--- src/rtl/cst_pkg.sv ---
// Shared constants, token kind codes and byte classification helpers
// for the character stream tokenizer. No dependencies.
`default_nettype none

package cst_pkg;

    // Default field widths
    localparam int LINE_BITS_DEF   = 16;
    localparam int COLUMN_BITS_DEF = 12;
    localparam int LENGTH_BITS_DEF = 8;
    localparam int KIND_BITS       = 4;
    localparam int CHAR_BITS       = 8;

    // Token queue between front and back
    localparam int QUEUE_DEPTH = 4;
    localparam int QPTR_BITS   = $clog2(QUEUE_DEPTH);
    localparam int QLVL_BITS   = $clog2(QUEUE_DEPTH + 1);

    // Token kinds
    localparam logic [KIND_BITS-1:0] K_END       = 4'd0;
    localparam logic [KIND_BITS-1:0] K_IDENT     = 4'd1;
    localparam logic [KIND_BITS-1:0] K_NUMBER    = 4'd2;
    localparam logic [KIND_BITS-1:0] K_ADD       = 4'd3;
    localparam logic [KIND_BITS-1:0] K_SUB       = 4'd4;
    localparam logic [KIND_BITS-1:0] K_MUL       = 4'd5;
    localparam logic [KIND_BITS-1:0] K_LPAREN    = 4'd6;
    localparam logic [KIND_BITS-1:0] K_RPAREN    = 4'd7;
    localparam logic [KIND_BITS-1:0] K_LCURLY    = 4'd8;
    localparam logic [KIND_BITS-1:0] K_RCURLY    = 4'd9;
    localparam logic [KIND_BITS-1:0] K_SEMICOLON = 4'd10;
    localparam logic [KIND_BITS-1:0] K_LSQUARE   = 4'd11;
    localparam logic [KIND_BITS-1:0] K_RSQUARE   = 4'd12;
    localparam logic [KIND_BITS-1:0] K_HASH      = 4'd13;
    localparam logic [KIND_BITS-1:0] K_ERROR     = 4'd14;

    // Open run kinds
    localparam logic [1:0] RUN_NONE   = 2'd0;
    localparam logic [1:0] RUN_IDENT  = 2'd1;
    localparam logic [1:0] RUN_NUMBER = 2'd2;

    // Characters of interest
    localparam logic [CHAR_BITS-1:0] CH_NUL    = 8'h00;
    localparam logic [CHAR_BITS-1:0] CH_TAB    = 8'h09;
    localparam logic [CHAR_BITS-1:0] CH_NL     = 8'h0A;
    localparam logic [CHAR_BITS-1:0] CH_VT     = 8'h0B;
    localparam logic [CHAR_BITS-1:0] CH_SPACE  = 8'h20;
    localparam logic [CHAR_BITS-1:0] CH_HASH   = 8'h23;
    localparam logic [CHAR_BITS-1:0] CH_LPAREN = 8'h28;
    localparam logic [CHAR_BITS-1:0] CH_RPAREN = 8'h29;
    localparam logic [CHAR_BITS-1:0] CH_STAR   = 8'h2A;
    localparam logic [CHAR_BITS-1:0] CH_PLUS   = 8'h2B;
    localparam logic [CHAR_BITS-1:0] CH_MINUS  = 8'h2D;
    localparam logic [CHAR_BITS-1:0] CH_DIG0   = 8'h30;
    localparam logic [CHAR_BITS-1:0] CH_DIG9   = 8'h39;
    localparam logic [CHAR_BITS-1:0] CH_SEMI   = 8'h3B;
    localparam logic [CHAR_BITS-1:0] CH_UPA    = 8'h41;
    localparam logic [CHAR_BITS-1:0] CH_UPZ    = 8'h5A;
    localparam logic [CHAR_BITS-1:0] CH_LSQ    = 8'h5B;
    localparam logic [CHAR_BITS-1:0] CH_RSQ    = 8'h5D;
    localparam logic [CHAR_BITS-1:0] CH_UNDER  = 8'h5F;
    localparam logic [CHAR_BITS-1:0] CH_LOA    = 8'h61;
    localparam logic [CHAR_BITS-1:0] CH_LOZ    = 8'h7A;
    localparam logic [CHAR_BITS-1:0] CH_LCURLY = 8'h7B;
    localparam logic [CHAR_BITS-1:0] CH_RCURLY = 8'h7D;

    // Queue status seen by the top level
    typedef struct packed {
        logic                 full;
        logic                 empty;
        logic [QLVL_BITS-1:0] level;
    } queue_status_t;

    function automatic logic is_letter(input logic [CHAR_BITS-1:0] c);
        return ((c >= CH_LOA) && (c <= CH_LOZ)) ||
               ((c >= CH_UPA) && (c <= CH_UPZ)) || (c == CH_UNDER);
    endfunction

    function automatic logic is_digit(input logic [CHAR_BITS-1:0] c);
        return (c >= CH_DIG0) && (c <= CH_DIG9);
    endfunction

    function automatic logic [KIND_BITS-1:0] punct_kind(input logic [CHAR_BITS-1:0] c);
        logic [KIND_BITS-1:0] k;
        unique case (c)
            CH_PLUS:   k = K_ADD;
            CH_MINUS:  k = K_SUB;
            CH_STAR:   k = K_MUL;
            CH_LPAREN: k = K_LPAREN;
            CH_RPAREN: k = K_RPAREN;
            CH_LCURLY: k = K_LCURLY;
            CH_RCURLY: k = K_RCURLY;
            CH_SEMI:   k = K_SEMICOLON;
            CH_LSQ:    k = K_LSQUARE;
            CH_RSQ:    k = K_RSQUARE;
            CH_HASH:   k = K_HASH;
            default:   k = K_ERROR;
        endcase
        return k;
    endfunction

endpackage

`default_nettype wire

--- src/rtl/char_stream_tokenizer_core.sv ---
// Top level of the character stream tokenizer: front end, token queue and
// back end. Depends on cst_pkg, cst_front, cst_queue and cst_back.
`default_nettype none

// Channel   Dir  Word                         Side band
// s_        in   tdata[7:0] = source byte     none
// m_        out  tdata = kind, line, column,  tlast = last token of the byte
//                length (from bit 0 up)
//
// Flow: one byte is taken every cycle while the four-entry token queue
// has room; a token passes the queue slot and then the output register.
// Bytes that emit two tokens (a closed run plus punctuation or end) send
// them one after the other; the queue absorbs bursts of those, after which
// s_tready follows the output drain of one token per cycle while m_tready is high.
// Reset clears the open run, line and column counters, queue and output.
// A stall on m_ backs up into the queue and only then into s_tready.

module char_stream_tokenizer_core
    import cst_pkg::*;
#(
    parameter int LINE_BITS   = LINE_BITS_DEF,
    parameter int COLUMN_BITS = COLUMN_BITS_DEF,
    parameter int LENGTH_BITS = LENGTH_BITS_DEF,
    localparam int TOK_W      = KIND_BITS + LINE_BITS + COLUMN_BITS + LENGTH_BITS,
    localparam int DATA_W     = ((TOK_W + 7) / 8) * 8
) (
    input  wire logic                 aclk,
    input  wire logic                 aresetn,
    input  wire logic                 s_tvalid,
    output logic                      s_tready,
    input  wire logic [CHAR_BITS-1:0] s_tdata,   // ch
    output logic                      m_tvalid,
    input  wire logic                 m_tready,
    output logic      [DATA_W-1:0]    m_tdata,   // tok_kind, tok_line, tok_column, tok_length
    output logic                      m_tlast    // last_of_item
);

    localparam int ENTRY_W = 2 * TOK_W + 1;

    logic               accept;
    logic               q_push, q_pop;
    logic [ENTRY_W-1:0] q_wr, q_rd;
    queue_status_t      q_st;
    logic               back_pend;
    logic [TOK_W-1:0]   out_tok;

    // hold input whenever the queue is full
    assign s_tready = !q_st.full;
    assign accept   = s_tvalid && s_tready;

    cst_front #(
        .LINE_BITS  (LINE_BITS),
        .COLUMN_BITS(COLUMN_BITS),
        .LENGTH_BITS(LENGTH_BITS)
    ) u_front (
        .aclk   (aclk),
        .aresetn(aresetn),
        .accept (accept),
        .ch     (s_tdata),
        .push   (q_push),
        .entry  (q_wr)
    );

    cst_queue #(
        .WIDTH(ENTRY_W)
    ) u_queue (
        .aclk   (aclk),
        .aresetn(aresetn),
        .push   (q_push),
        .wr_data(q_wr),
        .pop    (q_pop),
        .rd_data(q_rd),
        .status (q_st)
    );

    cst_back #(
        .TOK_W(TOK_W)
    ) u_back (
        .aclk     (aclk),
        .aresetn  (aresetn),
        .entry    (q_rd),
        .q_empty  (q_st.empty),
        .pop      (q_pop),
        .pend     (back_pend),
        .out_valid(m_tvalid),
        .out_tok  (out_tok),
        .out_last (m_tlast),
        .out_ready(m_tready)
    );

    // pad the token up to whole bytes
    assign m_tdata = DATA_W'(out_tok);

    // queue never holds more entries than it has slots
    assert property (@(posedge aclk) disable iff (!aresetn)
        q_st.level <= QLVL_BITS'(QUEUE_DEPTH))
        else $error("token queue level beyond depth");

    // no entry is written into a full queue
    assert property (@(posedge aclk) disable iff (!aresetn)
        q_push |-> !q_st.full)
        else $error("push into full token queue");

    // a shown token that is not the last of its byte has its partner waiting
    assert property (@(posedge aclk) disable iff (!aresetn)
        (m_tvalid && !m_tlast) |-> back_pend)
        else $error("first token shown without pending second token");

    // nothing is popped while the second token of an entry is still due
    assert property (@(posedge aclk) disable iff (!aresetn)
        back_pend |-> !q_pop)
        else $error("queue popped while a token is pending");

endmodule

`default_nettype wire

--- src/rtl/cst_front.sv ---
// Front end: accepts source bytes, classifies them, tracks the open run
// and position, and pushes up to two finished tokens per byte. Uses cst_pkg.
`default_nettype none

module cst_front
    import cst_pkg::*;
#(
    parameter int LINE_BITS   = LINE_BITS_DEF,
    parameter int COLUMN_BITS = COLUMN_BITS_DEF,
    parameter int LENGTH_BITS = LENGTH_BITS_DEF,
    localparam int TOK_W      = KIND_BITS + LINE_BITS + COLUMN_BITS + LENGTH_BITS,
    localparam int ENTRY_W    = 2 * TOK_W + 1
) (
    input  wire logic                 aclk,
    input  wire logic                 aresetn,
    input  wire logic                 accept,
    input  wire logic [CHAR_BITS-1:0] ch,
    output logic                      push,
    output logic [ENTRY_W-1:0]        entry
);

    logic [1:0]             run_kind_reg,   run_kind_next;
    logic [LENGTH_BITS-1:0] run_len_reg,    run_len_next;
    logic [LINE_BITS-1:0]   run_line_reg,   run_line_next;
    logic [COLUMN_BITS-1:0] run_col_reg,    run_col_next;
    logic [LINE_BITS-1:0]   cur_line_reg,   cur_line_next;
    logic [COLUMN_BITS-1:0] cur_col_reg,    cur_col_next;

    logic                   letter, digit, alnum, blank, newline, nul;
    logic                   run_open, run_cont, run_close, own_tok;
    logic [TOK_W-1:0]       run_tok, own_tok_data;
    logic [KIND_BITS-1:0]   own_kind;
    logic [LENGTH_BITS-1:0] own_len;
    logic [COLUMN_BITS-1:0] col_adv;

    always_comb begin
        letter    = is_letter(ch);
        digit     = is_digit(ch);
        alnum     = letter || digit;
        nul       = (ch == CH_NUL);
        newline   = (ch == CH_NL);
        blank     = (ch == CH_SPACE) || (ch == CH_TAB) || (ch == CH_VT);
        run_open  = (run_kind_reg != RUN_NONE);
        run_cont  = run_open && alnum;
        run_close = run_open && !alnum;
        own_tok   = !alnum && !newline && !blank;
        col_adv   = (cur_col_reg != '1) ? cur_col_reg + 1'b1 : cur_col_reg;

        own_kind = nul ? K_END : punct_kind(ch);
        own_len  = nul ? '0 : LENGTH_BITS'(1);

        run_tok      = {run_len_reg, run_col_reg, run_line_reg,
                        KIND_BITS'(run_kind_reg)};
        own_tok_data = {own_len, cur_col_reg, cur_line_reg, own_kind};

        push = accept && (run_close || own_tok);
        if (run_close) begin
            entry = {own_tok, own_tok_data, run_tok};
        end else begin
            entry = {1'b0, own_tok_data, own_tok_data};
        end
    end

    always_comb begin
        run_kind_next = run_kind_reg;
        run_len_next  = run_len_reg;
        run_line_next = run_line_reg;
        run_col_next  = run_col_reg;
        cur_line_next = cur_line_reg;
        cur_col_next  = cur_col_reg;
        if (run_cont) begin
            // extend the open run
            if (run_len_reg != '1) begin
                run_len_next = run_len_reg + 1'b1;
            end
            cur_col_next = col_adv;
        end else begin
            if (run_close) begin
                run_kind_next = RUN_NONE;
                run_len_next  = '0;
            end
            priority if (nul) begin
                // end of text: restart position for the next text
                cur_line_next = '0;
                cur_col_next  = '0;
            end else if (alnum) begin
                run_kind_next = letter ? RUN_IDENT : RUN_NUMBER;
                run_len_next  = LENGTH_BITS'(1);
                run_line_next = cur_line_reg;
                run_col_next  = cur_col_reg;
                cur_col_next  = col_adv;
            end else if (newline) begin
                if (cur_line_reg != '1) begin
                    cur_line_next = cur_line_reg + 1'b1;
                end
                cur_col_next = '0;
            end else begin
                cur_col_next = col_adv;
            end
        end
    end

    always_ff @(posedge aclk) begin
        if (!aresetn) begin
            run_kind_reg <= RUN_NONE;
            run_len_reg  <= '0;
            run_line_reg <= '0;
            run_col_reg  <= '0;
            cur_line_reg <= '0;
            cur_col_reg  <= '0;
        end else if (accept) begin
            run_kind_reg <= run_kind_next;
            run_len_reg  <= run_len_next;
            run_line_reg <= run_line_next;
            run_col_reg  <= run_col_next;
            cur_line_reg <= cur_line_next;
            cur_col_reg  <= cur_col_next;
        end
    end

endmodule

`default_nettype wire

--- src/rtl/cst_queue.sv ---
// Short FIFO of token entries between front and back end.
// Uses cst_pkg for depth and status type.
`default_nettype none

module cst_queue
    import cst_pkg::*;
#(
    parameter int WIDTH = 1
) (
    input  wire logic             aclk,
    input  wire logic             aresetn,
    input  wire logic             push,
    input  wire logic [WIDTH-1:0] wr_data,
    input  wire logic             pop,
    output logic      [WIDTH-1:0] rd_data,
    output queue_status_t         status
);

    logic [WIDTH-1:0]     slot_reg [QUEUE_DEPTH];
    logic [QPTR_BITS-1:0] wr_ptr_reg, rd_ptr_reg;
    logic [QLVL_BITS-1:0] level_reg,  level_next;

    always_comb begin
        status.level = level_reg;
        status.empty = (level_reg == '0);
        status.full  = (level_reg == QLVL_BITS'(QUEUE_DEPTH));
        rd_data      = slot_reg[rd_ptr_reg];
        level_next   = level_reg;
        if (push && !pop) begin
            level_next = level_reg + 1'b1;
        end else if (pop && !push) begin
            level_next = level_reg - 1'b1;
        end
    end

    always_ff @(posedge aclk) begin
        if (push) begin
            slot_reg[wr_ptr_reg] <= wr_data;
        end
    end

    always_ff @(posedge aclk) begin
        if (!aresetn) begin
            wr_ptr_reg <= '0;
            rd_ptr_reg <= '0;
            level_reg  <= '0;
        end else begin
            if (push) begin
                wr_ptr_reg <= (wr_ptr_reg == QPTR_BITS'(QUEUE_DEPTH - 1)) ? '0
                              : wr_ptr_reg + 1'b1;
            end
            if (pop) begin
                rd_ptr_reg <= (rd_ptr_reg == QPTR_BITS'(QUEUE_DEPTH - 1)) ? '0
                              : rd_ptr_reg + 1'b1;
            end
            level_reg <= level_next;
        end
    end

endmodule

`default_nettype wire

--- src/rtl/cst_back.sv ---
// Back end: pops token entries and sends their tokens one per word through
// a registered output stage. Uses cst_pkg.
`default_nettype none

module cst_back
    import cst_pkg::*;
#(
    parameter int TOK_W   = KIND_BITS + 1,
    localparam int ENTRY_W = 2 * TOK_W + 1
) (
    input  wire logic               aclk,
    input  wire logic               aresetn,
    input  wire logic [ENTRY_W-1:0] entry,
    input  wire logic               q_empty,
    output logic                    pop,
    output logic                    pend,
    output logic                    out_valid,
    output logic      [TOK_W-1:0]   out_tok,
    output logic                    out_last,
    input  wire logic               out_ready
);

    logic             valid_reg;
    logic [TOK_W-1:0] tok_reg;
    logic             last_reg;
    logic             pend_reg;
    logic [TOK_W-1:0] second_reg;
    logic             out_free;

    always_comb begin
        out_free  = !valid_reg || out_ready;
        // take a new entry only once its predecessor's second token is out
        pop       = out_free && !pend_reg && !q_empty;
        pend      = pend_reg;
        out_valid = valid_reg;
        out_tok   = tok_reg;
        out_last  = last_reg;
    end

    always_ff @(posedge aclk) begin
        if (out_free) begin
            if (pend_reg) begin
                tok_reg  <= second_reg;
                last_reg <= 1'b1;
            end else if (pop) begin
                tok_reg    <= entry[TOK_W-1:0];
                second_reg <= entry[2*TOK_W-1:TOK_W];
                last_reg   <= !entry[2*TOK_W];
            end
        end
    end

    always_ff @(posedge aclk) begin
        if (!aresetn) begin
            valid_reg <= 1'b0;
            pend_reg  <= 1'b0;
        end else if (out_free) begin
            if (pend_reg) begin
                valid_reg <= 1'b1;
                pend_reg  <= 1'b0;
            end else begin
                valid_reg <= pop;
                pend_reg  <= pop && entry[2*TOK_W];
            end
        end
    end

endmodule

`default_nettype wire
--- config.mk ---
export PLATFORM = sky130hd
export DESIGN_NAME = char_stream_tokenizer_core
export DESIGN_NICKNAME = d
export VERILOG_FILES = /design/src/rtl/cst_pkg.sv /design/src/rtl/char_stream_tokenizer_core.sv /design/src/rtl/cst_front.sv /design/src/rtl/cst_queue.sv /design/src/rtl/cst_back.sv
export SDC_FILE = /design/constraint.sdc
export NUM_CORES = 1
export LEC_CHECK = 0
export ABC_CLOCK_PERIOD_IN_PS = 5500
export BUFFER_PORTS_ARGS = -buffer_cell sky130_fd_sc_hd__buf_2
export CAP_MARGIN = 20
export CORE_AREA = 2 2 269 138
export CTS_BUF_LIST = sky130_fd_sc_hd__clkbuf_8
export DETAILED_ROUTE_END_ITERATION = 12
export DIE_AREA = 0 0 271 140
export HOLD_SLACK_MARGIN = 0.08
export PLACE_DENSITY = 0.76
export SLEW_MARGIN = 20
export SYNTH_ARGS = -nofsm -noshare
export SYNTH_HDL_FRONTEND = slang
export SYNTH_SLANG_ARGS = --single-unit
--- constraint.sdc ---
create_clock -name aclk -period 5.5 [get_ports aclk]
set_input_delay 0 -clock aclk [delete_from_list [all_inputs] [get_ports aclk]]
set_output_delay 0 -clock aclk [all_outputs]
set_load 0.005 [all_outputs]
==> impl_metrics.toml, run 1 <==
[run_status]
status = "finished clean"

[sta]
relSlewSlack_pct = 32.85
worst_pin_slew_ps = 1007
finalSetupTns_ps = 0
final.period_utilization_pct = 58.00
grt_setup_unrepaired = "no"
finalCriticalPeriod_ps = 3190
hold_violations = 0
setup_violations = 0
fmax_mhz = 313.5
final-max-slew-violation-count = 0
fin_skew_ps = 12.77
holdWs_ps = 146.6

[floorplanning]
fp.dieH_um = 140
die_area_um2 = 37940
row_count = 49
core-area_um2 = 35500
die_w_um = 271
start_util_pct = 49.67
pin_count = 55

[clocking]
cts_buffers = 57
clock-sinks = 447
cts_max_path_buffers = 3
root_buffer = "clkbuf_8"
clk_latency_ps = 620
clk_pin_slew_ps = 70
cts_tree = "yes"
htreeDepth = 2

[yosys]
syn_area_per_cell_um2 = 16.78
syn_inst = 1051
synth-edff-count = 370
ys_seq_elements = 447
yosysUniqueCellTypes = 65
dominantRegCellSynth = "edfxtp_1"
syn_area_um2 = 17630
yosysWarnings = 0
synth_fp_nets = 1073
synthArstFlopShare_pct = 0
ys_seq_area_share_pct = 71.76

[cells_and_area]
syn_to_final_growth_pct = 11.67
antennaDiodeCount = 0
final_common_cell = "edfxtp_1"
largest_register_ffs = 296
nets = 1167
stdcell_count = 1677
drive_above_1_share_pct = 22.80
most-common-layout-cells = "edfxtp_1 (370), nand2_1 (101), mux4_2 (74), dfxtp_1 (74), clkbuf_8 (64)"
final_area_um2 = 19690

[critical_path]
crit_buf_inv = 3
path_class = "primary input to register"
max_stage_delay_ps = 860
crit_family = "buffers and inverters"
timing.rr.end = "u_queue.slot_reg[1][55]"
cpMaxStageDelayCell = "and2_4"
crit_path_max_fanout = 53
end_kind = "register"
r2r-start = "u_queue.level_reg[0]"
reg2regPathDepth = 5
r2r_slack_ps = 2340
worstPathRequired_ps = 5790
worstPathArrival_ps = 3480
start_kind = "primary input"
path_cells = "dlygate4sd3_1 -> buf_2 -> nor3_1 -> o2bb2ai_1 -> o211ai_2 -> a211oi_2 -> and2_4 -> buf_4"

[placed_design]
placed_cells = 1555
port_buffers = 54
placed_area_um2 = 18430
gp_congestion = 0.8210
hpwl_um = 20060

[hold_path]
min_to = "u_queue.slot_reg[3][42]"
hp-start = "s_tdata[1]"
min_path_type = "primary input to register"
holdPathStages = 3

[grt]
grt_pass1_wl_um = 55030
grt_pass1_vias = 9429
grt_max_degree = 54
grt.total_usage_pct = 18.88
overflow = 0
antenna_found_initial = 0

[power]
ir_drop_mv = 0.2659
power_w = 0.008707
p_leak_nw = 6.851
cellPowerDensity_nw_per_um2 = 442.2

[flow_run]
maxCapViolCount = 0

[drt]
via_per_inst = 5.590
firstDrtPassIters = 5
drtIter0Drc = 907
num_vias = 9375
drc = 0
wire_per_inst_um = 21.03
ant_nets = 0
totalWireLength_um = 35270
[tightest hold or removal path: stages]
cell     delay (ps)
buf_2           170
nand2_1         150
o311a_1         290
[per-stage QoR]
stage                     setup slack, ps  utilization (%)
after floorplan                      1096                -
after global placement               2377            51.85
after detailed placement             2301            51.93
after CTS                            2318            55.46
after global routing                 2064            55.46
final                                2310            55.46
[cells by family after synthesis]
group                    Yosys count  synth area share (%)
flip-flops                       447                 71.76
AND/OR/NAND/NOR                  298                 8.743
multiplexers                     139                 13.38
buffers and inverters             68                 1.774
AO/OA/AOI/OAI                     67                 2.491
XOR/XNOR                          21                 1.043
adder cells (fa/ha/maj)           11                0.8090
[power breakdown]
group | switching [W] | internal, W
Sequential | 0.000268 | 0.00430
Combinational | 0.000916 | 0.000873
Clock | 0.00120 | 0.00116
[final cells by class]
class                           count  area (um^2)
Clock buffer                       64        880.8
Clock inverter                     43        224.0
Fill cell                        2761        15810
Inverter                           20        75.07
Multi-Input combinational cell    536         4696
Sequential cell                   447        12660
Tap cell                          484        605.6
Timing Repair Buffer               83        545.5
[how the worst max path moves through the flow]
stage | startpoint | endpoint | slack [ps] | cells past startpoint
finish | s_tdata[2] | u_queue.slot_reg[1][55] | 2310 | 8
global route | u_queue.level_reg[0] | u_queue.slot_reg[2][39] | 2060 | 5
CTS | u_queue.level_reg[0] | u_queue.slot_reg[0][43] | 2320 | 5
detailed placement | s_tdata[3] | u_queue.slot_reg[0][17] | 2300 | 7
global placement | s_tdata[3] | u_queue.slot_reg[0][17] | 2380 | 7
floorplan | u_back.pend | u_queue.level_reg[2] | 1100 | 9
[routing by layer]
layer / vias up / share of wire [%] / track usage, %
met1: 4799 / 49 / 29.60
li1: 4216 / - / -
met2: 310 / 43 / 26.89
met5: - / 0 / 0
met4: 0 / 1.5 / 4.711
met3: 50 / 6.1 / 4.029
[what timing repair did]
item,in CTS,in global routing
setup endpoints to repair,0,0
hold buffers,15,0
hold endpoints to repair,27,0
buffers inserted,0,0
resized for setup,0,0
[cell usage after synthesis (2+ instances only)]
cell      number  area share, %
a211oi_1       3           0.13
a21o_1         2          0.085
a21oi_1        9           0.26
a22oi_1        2          0.085
a31oi_1        3           0.11
a41oi_1        2          0.099
and2_1        12           0.43
and3_1         4           0.14
and4_1         3           0.15
buf_1          2          0.043
buf_12         2           0.23
buf_2         14           0.40
clkbuf_1      29           0.62
dfxtp_1       77            8.7
edfxtp_1     370             63
ha_1           9           0.64
inv_1         19           0.40
mux2_2        33            2.1
mux2i_1       32            1.8
mux4_2        74            9.5
nand2_1      101            2.2
nand2b_1       6           0.21
nand3_1       22           0.62
nand3b_1       3           0.13
nand4_1        6           0.21
nand4b_1       3           0.15
nor2_1        48            1.0
nor2b_1       43            1.5
nor3_1        20           0.57
nor3b_1        4           0.17
nor4_1         7           0.25
nor4_4         2           0.24
nor4b_1        2          0.099
o211a_1        2           0.11
o21a_1         2          0.085
o21ai_0       26           0.74
o21ai_1        3          0.085
or3_1          3           0.11
or4_1          2          0.085
xnor2_1       15           0.75
xor2_1         6           0.30
Power figures use the tool's default switching activity.
==> run 2: changes to the inputs <==
--- a/config.mk
+++ b/config.mk
@@ -5,7 +5,7 @@
 export SDC_FILE = /design/constraint.sdc
 export NUM_CORES = 1
 export LEC_CHECK = 0
-export ABC_CLOCK_PERIOD_IN_PS = 5500
+export ABC_CLOCK_PERIOD_IN_PS = 2650
 export BUFFER_PORTS_ARGS = -buffer_cell sky130_fd_sc_hd__buf_2
 export CAP_MARGIN = 20
 export CORE_AREA = 2 2 269 138
@@ -13,7 +13,7 @@
 export DETAILED_ROUTE_END_ITERATION = 12
 export DIE_AREA = 0 0 271 140
 export HOLD_SLACK_MARGIN = 0.08
-export PLACE_DENSITY = 0.76
+export PLACE_DENSITY = 0.78
 export SLEW_MARGIN = 20
 export SYNTH_ARGS = -nofsm -noshare
 export SYNTH_HDL_FRONTEND = slang
==> constraint.sdc (replaced) <==
create_clock -name aclk -period 2.65 [get_ports aclk]
set_input_delay 0 -clock aclk [delete_from_list [all_inputs] [get_ports aclk]]
set_output_delay 0 -clock aclk [all_outputs]
set_load 0.005 [all_outputs]
==> impl_metrics.toml, run 2 (synthesis results as in run 1) <==
[sta]
holdWs_ps = 150.2
worst_pin_slew_ps = 871.7
final-max-slew-violation-count = 0
finalCriticalPeriod_ps = 2571
fin_skew_ps = 10.79
hold_violations = 0
setup_violations = 0
timing.final.ws_setup_ps = 78.73
relSlewSlack_pct = 41.88
final.period_utilization_pct = 97.03
fmax_mhz = 388.9
grt_setup_unrepaired = "no"

[cells_and_area]
nets = 1203
final_common_cell = "edfxtp_1"
largest_register_ffs = 296
syn_to_final_growth_pct = 14.31
antennaDiodeCount = 0
drive_above_1_share_pct = 25.26
n_fill_cell = 2674
final_util_pct = 56.77
most-common-layout-cells = "edfxtp_1 (370), nand2_1 (101), mux4_2 (74), dfxtp_1 (74), clkbuf_8 (68)"

[drt]
firstDrtPassIters = 5
num_vias = 9623
totalWireLength_um = 36540
ant_nets = 0
via_per_inst = 5.611
drc = 0
wire_per_inst_um = 21.30
drtIter0Drc = 1049

[floorplanning]
row_count = 49
start_util_pct = 49.67
fp.dieH_um = 140
die_w_um = 271
pin_count = 55
die_area_um2 = 37940
core-area_um2 = 35500

[critical_path]
crit_buf_inv = 4
crit_family = "buffers and inverters"
cpMaxStageDelayCell = "dlygate4sd3_1"
worstPathRequired_ps = 3160
start_kind = "primary input"
path_class = "primary input to register"
worstPathArrival_ps = 3080
path_cells = "dlygate4sd3_1 -> buf_2 -> or4_4 -> nor4_4 -> dlygate4sd3_1 -> inv_2 -> and3_4 -> nand2_8 -> mux2i_1 -> nor2b_1"
max_stage_delay_ps = 620
crit_path_max_fanout = 14
crit_top_cell = "dlygate4sd3_1"
end_kind = "register"

[grt]
grt_use_met1_pct = 29.77
grt.busiest_layer = "met1"
met3_usage_pct = 3.857
grt.total_usage_pct = 19.45
antenna_found_initial = 0
grt_pass1_vias = 9833
grt_max_degree = 48
grt_pass1_wl_um = 56590
use_met2_pct = 28.67
overflow = 0

[placed_design]
port_buffers = 54
preCtsSetupSlack_ps = 144.8
gp_congestion = 0.8490
hpwl_um = 21580

[power]
ir_drop_mv = 0.4773
p_leak_nw = 7.103
cellPowerDensity_nw_per_um2 = 911.9

[clocking]
clock-sinks = 447
cts_max_path_buffers = 3
cts_tree = "yes"
clk_latency_ps = 620
root_buffer = "clkbuf_8"
cts_buffers = 58
clk_pin_slew_ps = 70
htreeDepth = 2

[hold_path]
min_path_type = "primary input to register"

[flow_run]
maxCapViolCount = 0

[run_status]
status = "finished clean"
## run 2: changes by cell type in the layout (fill, tap and decap cells not counted), sizes merged
cell / delta
dlygate4sd3: -2
clkbuf: +4
clkinvlp: -1
inv: -1
bufinv: -1
nand2: +1
clkinv: +2
buf: +36
## run 2: layout make-up
class	instances	area, um^2	area share [%]
flip-flops and latches	447	12660	62.82
repair buffers	117	963.4	4.781
clock buffers	68	935.9	4.644
multi-input cells	537	4722	23.43
clock inverters	42	190.2	0.9437
inverters	20	75.07	0.3725
well taps	484	605.6	3.005
## run 2: final timing paths
| kind | startpoint | end | slack (ps) | depth (start not counted) |
|---|---|---|---|---|
| hold reg to reg | u_front.run_col_reg[5] | u_front.run_col_reg[5] | 520 | 2 |
| setup / recovery | s_tdata[2] | u_front.run_col_reg[2] | 80 | 10 |
| setup reg to reg | u_queue.level_reg[0] | u_queue.level_reg[2] | 270 | 9 |
| hold / removal | s_tdata[1] | u_queue.slot_reg[2][41] | 150 | 5 |
## run 2: stage by stage
step	TNS [ps]	power (W)	cells	area [um^2]
5_1_grt	0	0.01925	1715	20150
4_1_cts	0	0.01856	1713	20130
2_1_floorplan	-7802	0.01195	1051	17650
3_5_place_dp	0	0.01363	1590	18870
6_report	0	0.01838	1715	20150
3_3_place_gp	0	0.01352	1590	18870
## run 2: worst min-delay path, delay by kind of cell
kind | cells | cell delay, ps
compound gates | 2 | 240
simple gates | 1 | 60
buf+inv | 2 | 330
## run 2: layer usage
| layer | routed length (um) | vias up |
|---|---|---|
| met3 | 2536 | 69 |
| met2 | 16030 | 389 |
| met1 | 17340 | 4864 |
| met5 | 0 | - |
| met4 | 635 | 0 |
| li1 | - | 4301 |
## run 2: power breakdown
part           internal (W)  total, W  leakage, nW  switching, W
Clock               0.00243   0.00491        0.677       0.00249
Sequential          0.00891   0.00924         4.19      0.000336
Combinational       0.00201   0.00422         2.24       0.00221
Total                0.0133    0.0184         7.10       0.00504
## run 2: timing repair
action / in CTS / in global routing
endpoints found under the setup margin: 0 / 18
gates resized for setup: 0 / 1
endpoints found under the hold margin: 61 / 0
hold buffers: 13 / 0
setup buffers: 0 / 1
